### config.mk
export PLATFORM = sky130hd
export DESIGN_NAME = msir_front
export DESIGN_NICKNAME = d
export VERILOG_FILES = /design/src/hdl/msir_pkg.sv /design/src/hdl/msir_front.sv
export SDC_FILE = /design/constraint.sdc
export NUM_CORES = 1
export LEC_CHECK = 0
export BUFFER_PORTS_ARGS = -buffer_cell sky130_fd_sc_hd__buf_4
export CORE_UTILIZATION = 35
export CTS_CLUSTER_DIAMETER = 60
export DETAILED_ROUTE_END_ITERATION = 7
export PLACE_DENSITY = 0.58
export SLEW_MARGIN = 40
export SYNTH_ARGS = -nofsm -noshare
export SYNTH_HDL_FRONTEND = slang
export SYNTH_SLANG_ARGS = --single-unit
export TNS_END_PERCENT = 100
### constraint.sdc
create_clock -name clk -period 2.3 [get_ports clk]
set_input_delay 0.115 -clock clk [delete_from_list [all_inputs] [get_ports clk]]
set_output_delay 0.115 -clock clk [all_outputs]
set_load 0.01 [all_outputs]
### src/hdl/msir_pkg.sv
`timescale 1ns / 1ps
// ----------------------------------------------------------------------------
// msir_pkg: shared types and codes for the identifier remapper
// Result status codes and scan states.
// ----------------------------------------------------------------------------
package msir_pkg;

  typedef enum logic [2:0] {
    ST_EXISTING  = 3'd0,
    ST_KEPT      = 3'd1,
    ST_RENAMED   = 3'd2,
    ST_FULL      = 3'd3,
    ST_EXHAUSTED = 3'd4
  } status_t;

  typedef enum logic [2:0] {
    S_CLEAR,
    S_IDLE,
    S_SCAN,
    S_USED,
    S_DECIDE,
    S_OUT
  } back_state_t;

endpackage

### src/hdl/msir_front.sv
`timescale 1ns / 1ps
// ----------------------------------------------------------------------------
// msir_front: input classification and request queue
// Folds source and identifier to their ranges and queues them for the back.
// ----------------------------------------------------------------------------
module msir_front #(
  parameter int SOURCES = 8,
  parameter int ID_BITS = 16,
  parameter int SRC_W   = 3
) (
  input  logic               clk,
  input  logic               rst,
  input  logic               valid,
  output logic               stall,
  input  logic [2:0]         source,
  input  logic [15:0]        track_ident,
  output logic               q_valid,
  input  logic               q_pop,
  output logic [SRC_W-1:0]   q_src,
  output logic [ID_BITS-1:0] q_id
);
  import msir_pkg::*;

  localparam int IW = ID_BITS > 16 ? ID_BITS : 16;

  logic [SRC_W-1:0]   src_f;
  logic [IW-1:0]      id_wide;
  logic [SRC_W-1:0]   qs [2];
  logic [ID_BITS-1:0] qi [2];
  logic               wp, rp;
  logic [1:0]         cnt;
  logic               push;

  // fold source into range: eight-way select, remainder taken on loop constants
  always_comb begin
    src_f = '0;
    for (int k = 0; k < 8; k++) begin
      if (source == 3'(k)) src_f = SRC_W'(k % SOURCES);
    end
    id_wide = IW'(track_ident);
  end

  assign stall   = (cnt == 2'd2);
  assign push    = valid && !stall;
  assign q_valid = (cnt != 2'd0);
  assign q_src   = qs[rp];
  assign q_id    = qi[rp];

  // two-entry queue
  always_ff @(posedge clk) begin
    if (rst) begin
      wp  <= 1'b0;
      rp  <= 1'b0;
      cnt <= 2'd0;
    end else begin
      if (push) begin
        qs[wp] <= src_f;
        qi[wp] <= id_wide[ID_BITS-1:0];
        wp     <= ~wp;
      end
      if (q_pop) rp <= ~rp;
      cnt <= cnt + 2'(push) - 2'(q_pop);
    end
  end

endmodule

==> impl_metrics.yaml, run 1 <==
finish:
  stdcell_count: 198
  multiInputGateArea_sq_um: 382.9
  drive_gt1_share_pct: 54.11
  nFillCells: 386
  seq_area_sq_mm: 0.001241
  final_common_cell: "buf_4"
  n_antenna_cell: 0
  fin_util_pct: 51.02
  design_area_sq_mm: 0.002252
  final_cell_mix: "45 x buf_4, 38 x edfxtp_1, 19 x mux2_2"
  area_growth_pct: 37.40
  fin_nets: 170
floorplan:
  ios: 44
  die_area_sq_mm: 0.004960
  die_h_microns: 70.43
  core_area_sq_mm: 0.004414
  start_util_pct: 37.13
  die_w_microns: 70.43
  std_cell_rows: 24
clock_tree:
  path_clk_slew_ns: 0.08
  cts_made_buffers: 5
  cts_tree: "built"
  h-tree-depth: 2
  clock_sinks: 43
  cts_root_buffer: "clkbuf_8"
  holdBufCountCts: 3
  post-cts-setup-buffers: 0
  ctsLongestPathBuffers: 2
  clkLatencyLatePin_ns: 0.28
  cts-resized-gates: 0
global_route:
  grtUsageMet2_pct: 19.79
  grtUsageTotal_pct: 12.38
  grt_busiest_layer: "met2"
  grt_util_met3_pct: 4.473
  antenna_found_initial: 0
  grt_max_degree: 15
  grt_pass1_wl_microns: 4547
  met1_usage_pct: 15.00
  grt_pass1_vias: 949
  gr-total-overflow: 0
timing:
  final.setup.worst_slack_ns: 0.5079
  rsz0062_at_grt: "false"
  fmax_mhz: 558.0
  slew_headroom_pct: 69.17
  tightest_slew_ns: 0.4618
  final.min_clock_period_ns: 1.792
  hold_viol: 0
  worst_hold_slack_ns: 0.01765
  slew_violations: 0
  finClkSkew_ns: 0.005158
  setup-tns-final_ns: 0
  final-setup-viol-count: 0
  min_period_over_period_pct: 77.92
drt:
  wirelength_microns: 2802
  drc: 0
  drtIter0Drc: 53
  drtPass1Iterations: 2
  drtAntennaViolNets: 0
  viasPerCell: 4.545
  wl_per_cell_microns: 14.15
  vias: 900
synthesis:
  synth_top_area_share_pct: 69.62
  synthesis.nets: 111
  yosysWarnings: 0
  ys_seq_area_share_pct: 75.73
  synth_area_per_cell_sq_um: 19.06
  synth_area_leaders: "edfxtp_1 70%, mux2_2 13%, dfxtp_1 6.1%"
  ys_types: 18
  netlist_instances: 86
  synth_area_sq_mm: 0.001639
  synth-seq-cells: 43
  synth_top_area_cell: "edfxtp_1"
power_and_ir_drop:
  seq_power_share_pct: 55.0
  ir_drop_uv: 421.1
  power.internal_mw: 1.329
  combinationalPowerShare_pct: 17.5
  power.share.clock_pct: 27.5
  total_leakage_power_nw: 0.8678
  p_per_area_mw_per_mm2: 758.3
  switchingPower_mw: 0.3793
  finalPower_mw: 1.708
  sw_frac_of_total_pct: 22.21
critical_path:
  reg2reg_slack_ns: 0.62
  worstPathRequired_ns: 2.18
  critPathMaxFanout: 10
  crit_path_start_kind: "flop"
  endpoint_kind: "primary output"
  arrival_ns: 1.68
  worstSetupPathType: "reg2out"
placed_design:
  dp_hpwl_microns: 1879
  place_area_sq_mm: 0.002051
  dp_slack_ns: 0.6274
  portBuffers: 43
  place_congestion: 0.6982
  place_inst: 179
worst_hold_path:
  hold_class: "in2reg"
run:
  drv_cap: 0
outcome:
  outcome: "finished clean"
[area by class of cell]
type	count	area share (%)
Tap cell	52	2.889
Clock buffer	7	3.833
Clock inverter	1	0.2222
Inverter	1	0.1667
Timing Repair Buffer	57	20.78
Multi-Input combinational cell	37	17.00
Sequential cell	43	55.11
[sequential cells by signal, indices dropped and copies added, names as in the netlist, named ones only]
name  flops
cnt       2
qi       32
qs        6
rp        1
wp        1
[path summary, 6_finish.rpt]
| check | from | to | cells past startpoint |
|---|---|---|---|
| hold / removal | track_ident[2] | qi[0][2] | 1 |
| hold reg to reg | rp | rp | 2 |
| setup / recovery | flop | q_id[2] | 3 |
| setup reg to reg | cnt[1] | cnt[1] | 8 |
[cell families after synthesis]
group | count (synthesis) | share of synthesized area (%)
and+or+nand+nor | 13 | 5.420
muxes | 20 | 13.97
xor gates and xnor gates | 2 | 1.069
adders and majority gates | 2 | 1.526
DFF | 43 | 75.73
buffers and inverters | 6 | 2.290
[cells in the mapped netlist]
library cell	number
edfxtp_1	38
mux2_2	19
dfxtp_1	5
nor2_1	4
clkbuf_1	3
and2b_1	2
buf_6	2
ha_1	2
nor3_1	2
and2_2	1
inv_1	1
mux2_4	1
nand2b_4	1
nor2b_4	1
nor3b_1	1
or2_2	1
xnor2_1	1
xor2_1	1
[critical path: stages (launching register included)]
cell and delay [ns]:
dfxtp_1 0.61, buf_4 0.28, mux2_2 0.36, buf_4 0.14
[metal layers]
| metal | vias to the layer above | routed length [microns] |
|---|---|---|
| li1 | 434 | - |
| met1 | 428 | 1200 |
| met2 | 32 | 1412 |
| met3 | 6 | 145 |
| met4 | 0 | 43 |
| met5 | - | 0 |
[power by group through the flow]
stage	clock network, mW	registers [mW]	logic [mW]
after floorplan	0	0.945	0.162
after global placement	0	0.953	0.283
after detailed placement	0	0.956	0.289
after CTS	0.495	0.939	0.294
after global routing	0.530	0.946	0.326
final	0.469	0.940	0.299
(Power assumes the default switching activity.)
==> run 2: changes to the inputs <==
--- a/config.mk
+++ b/config.mk
@@ -9,7 +9,7 @@
 export CORE_UTILIZATION = 35
 export CTS_CLUSTER_DIAMETER = 60
 export DETAILED_ROUTE_END_ITERATION = 7
-export PLACE_DENSITY = 0.58
+export PLACE_DENSITY = 0.56
 export SLEW_MARGIN = 40
 export SYNTH_ARGS = -nofsm -noshare
 export SYNTH_HDL_FRONTEND = slang
==> constraint.sdc (replaced) <==
create_clock -name clk -period 1.8 [get_ports clk]
set_input_delay 0.09 -clock clk [delete_from_list [all_inputs] [get_ports clk]]
set_output_delay 0.09 -clock clk [all_outputs]
set_load 0.01 [all_outputs]
==> impl_metrics.yaml, run 2 (synthesis results as in run 1) <==
floorplan:
  die_area_sq_mm: 0.004960
  die_h_microns: 70.43
  std_cell_rows: 24
  start_util_pct: 37.13
  die_w_microns: 70.43
  core_area_sq_mm: 0.004414
  ios: 44
drt:
  drtPass1Iterations: 2
  wl_per_cell_microns: 13.91
  wirelength_microns: 2908
  viasPerCell: 4.469
  drc: 0
  drtIter0Drc: 26
  vias: 934
  drtAntennaViolNets: 0
run:
  drv_cap: 0
global_route:
  antenna_found_initial: 0
  grtUsageTotal_pct: 13.46
  grt_pass1_wl_microns: 4940
  grt_pass1_vias: 1025
  grt_max_degree: 15
  gr-total-overflow: 0
timing:
  rsz0062_at_grt: "false"
  setup-tns-final_ns: 0
  fmax_mhz: 592.6
  final.setup.worst_slack_ns: 0.1126
  hold_viol: 0
  worst_hold_slack_ns: 0.06268
  finClkSkew_ns: 0.004055
  tightest_slew_ns: 0.2034
  final.min_clock_period_ns: 1.687
  slew_violations: 0
  slew_headroom_pct: 86.34
  min_period_over_period_pct: 93.74
  final-setup-viol-count: 0
power_and_ir_drop:
  finalPower_mw: 2.266
  ir_drop_uv: 599.6
  combinationalPowerShare_pct: 18.4
  sw_frac_of_total_pct: 22.53
  power.share.clock_pct: 29.0
  p_per_area_mw_per_mm2: 959.1
  seq_power_share_pct: 52.6
  total_leakage_power_nw: 0.9168
  power.internal_mw: 1.755
  switchingPower_mw: 0.5105
finish:
  stdcell_count: 209
  fin_nets: 181
  area_growth_pct: 44.12
  fin_util_pct: 53.51
  top_register: "qi"
  largest_reg_flops: 32
  drive_gt1_share_pct: 53.50
  final_common_cell: "buf_4"
  n_antenna_cell: 0
  design_area_sq_mm: 0.002362
  reg.largest.list: "qi x32, qs x6, cnt x2"
  final_cell_mix: "49 x buf_4, 38 x edfxtp_1, 19 x mux2_2, 19 x dlygate4sd3_1, 7 x clkbuf_8"
clock_tree:
  ctsLongestPathBuffers: 2
  path_clk_slew_ns: 0.08
  cts_tree: "built"
  post-cts-setup-buffers: 0
  cts_root_buffer: "clkbuf_8"
  clock_sinks: 43
  clkLatencyLatePin_ns: 0.29
  cts_made_buffers: 5
  h-tree-depth: 2
outcome:
  outcome: "finished clean"
placed_design:
  place_congestion: 0.6587
  place_inst: 182
  place_area_sq_mm: 0.002061
  dp_hpwl_microns: 1956
  portBuffers: 43
  dp_slack_ns: 0.1345
critical_path:
  r2r-end: "cnt[1]"
  arrival_ns: 1.90
  reg2reg_depth: 8
  critPathMaxFanout: 4
  worstSetupPathType: "reg2reg"
  crit_path_start_kind: "flop"
  worstReg2RegStart: "cnt[1]"
  reg2reg_slack_ns: 0.11
  endpoint_kind: "flop"
  worstPathRequired_ns: 2.01
worst_hold_path:
  min_from: "rst"
  hold_end: "rp"
  hold_class: "in2reg"
  min_path_cells: 2
==> run 2: changes by cell type in the layout (fill, tap and decap cells not counted) <==
cell | previous run | this run
dlygate4sd3_1 | 11 | 19
buf_4 | 45 | 49
buf_12 | 1 | 0
clkbuf_1 | 1 | 0
clkbuf_8 | 6 | 7
clkinv_2 | 1 | 0
clkinvlp_4 | 0 | 1
xor2_1 | 1 | 0
xor2_2 | 0 | 1
==> run 2: routing by layer <==
metal	wire length, microns	share of wire [%]	track usage, %
met4	46	1.6	5.333
met5	0	0	0
met3	130	4.5	4.473
met2	1488	51	22.43
met1	1243	43	15.94
==> run 2: worst max-delay path by stage <==
stage | startpoint | to | slack, ns | cells past startpoint
after floorplan | cnt[1] | qi[0][0] | 0.03 | 3
after CTS | cnt[1] | cnt[1] | 0.12 | 8
after global placement | cnt[1] | cnt[1] | 0.21 | 8
after detailed placement | cnt[1] | cnt[1] | 0.13 | 8
after global routing | cnt[1] | cnt[1] | 0.002 | 8
final | cnt[1] | cnt[1] | 0.11 | 8
==> run 2: power by group through the flow <==
stage | Combinational, mW | Clock, mW | Sequential [mW]
after floorplan | 0.210 | 0 | 1.21
after global placement | 0.375 | 0 | 1.21
after detailed placement | 0.386 | 0 | 1.22
after CTS | 0.421 | 0.684 | 1.19
after global routing | 0.456 | 0.719 | 1.20
final | 0.418 | 0.656 | 1.19
==> run 2: repair_timing <==
item | in CTS | in global routing
resized for setup | 0 | 1
endpoints found under the hold margin | 38 | 0
hold buffers | 19 | 0
setup endpoints to repair | 0 | 1
==> run 2: final cells by class <==
type	count	area (sq um)
fill	374	2052
sequential	43	1241
timing repair buffer	68	558.0
multi-input combinational	37	390.4
clock buffer	7	96.34
tap	52	65.06
clock inverter	1	7.507
inverter	1	3.754
==> run 2: worst max-delay path: stages, from the launching register on <==
cell      delay, ns
dfxtp_1        0.33
nor2b_4        0.13
nand2b_4       0.18
ha_1           0.28
inv_1          0.04
ha_1           0.20
xor2_2         0.15
and2_2         0.19
nor3_1         0.11
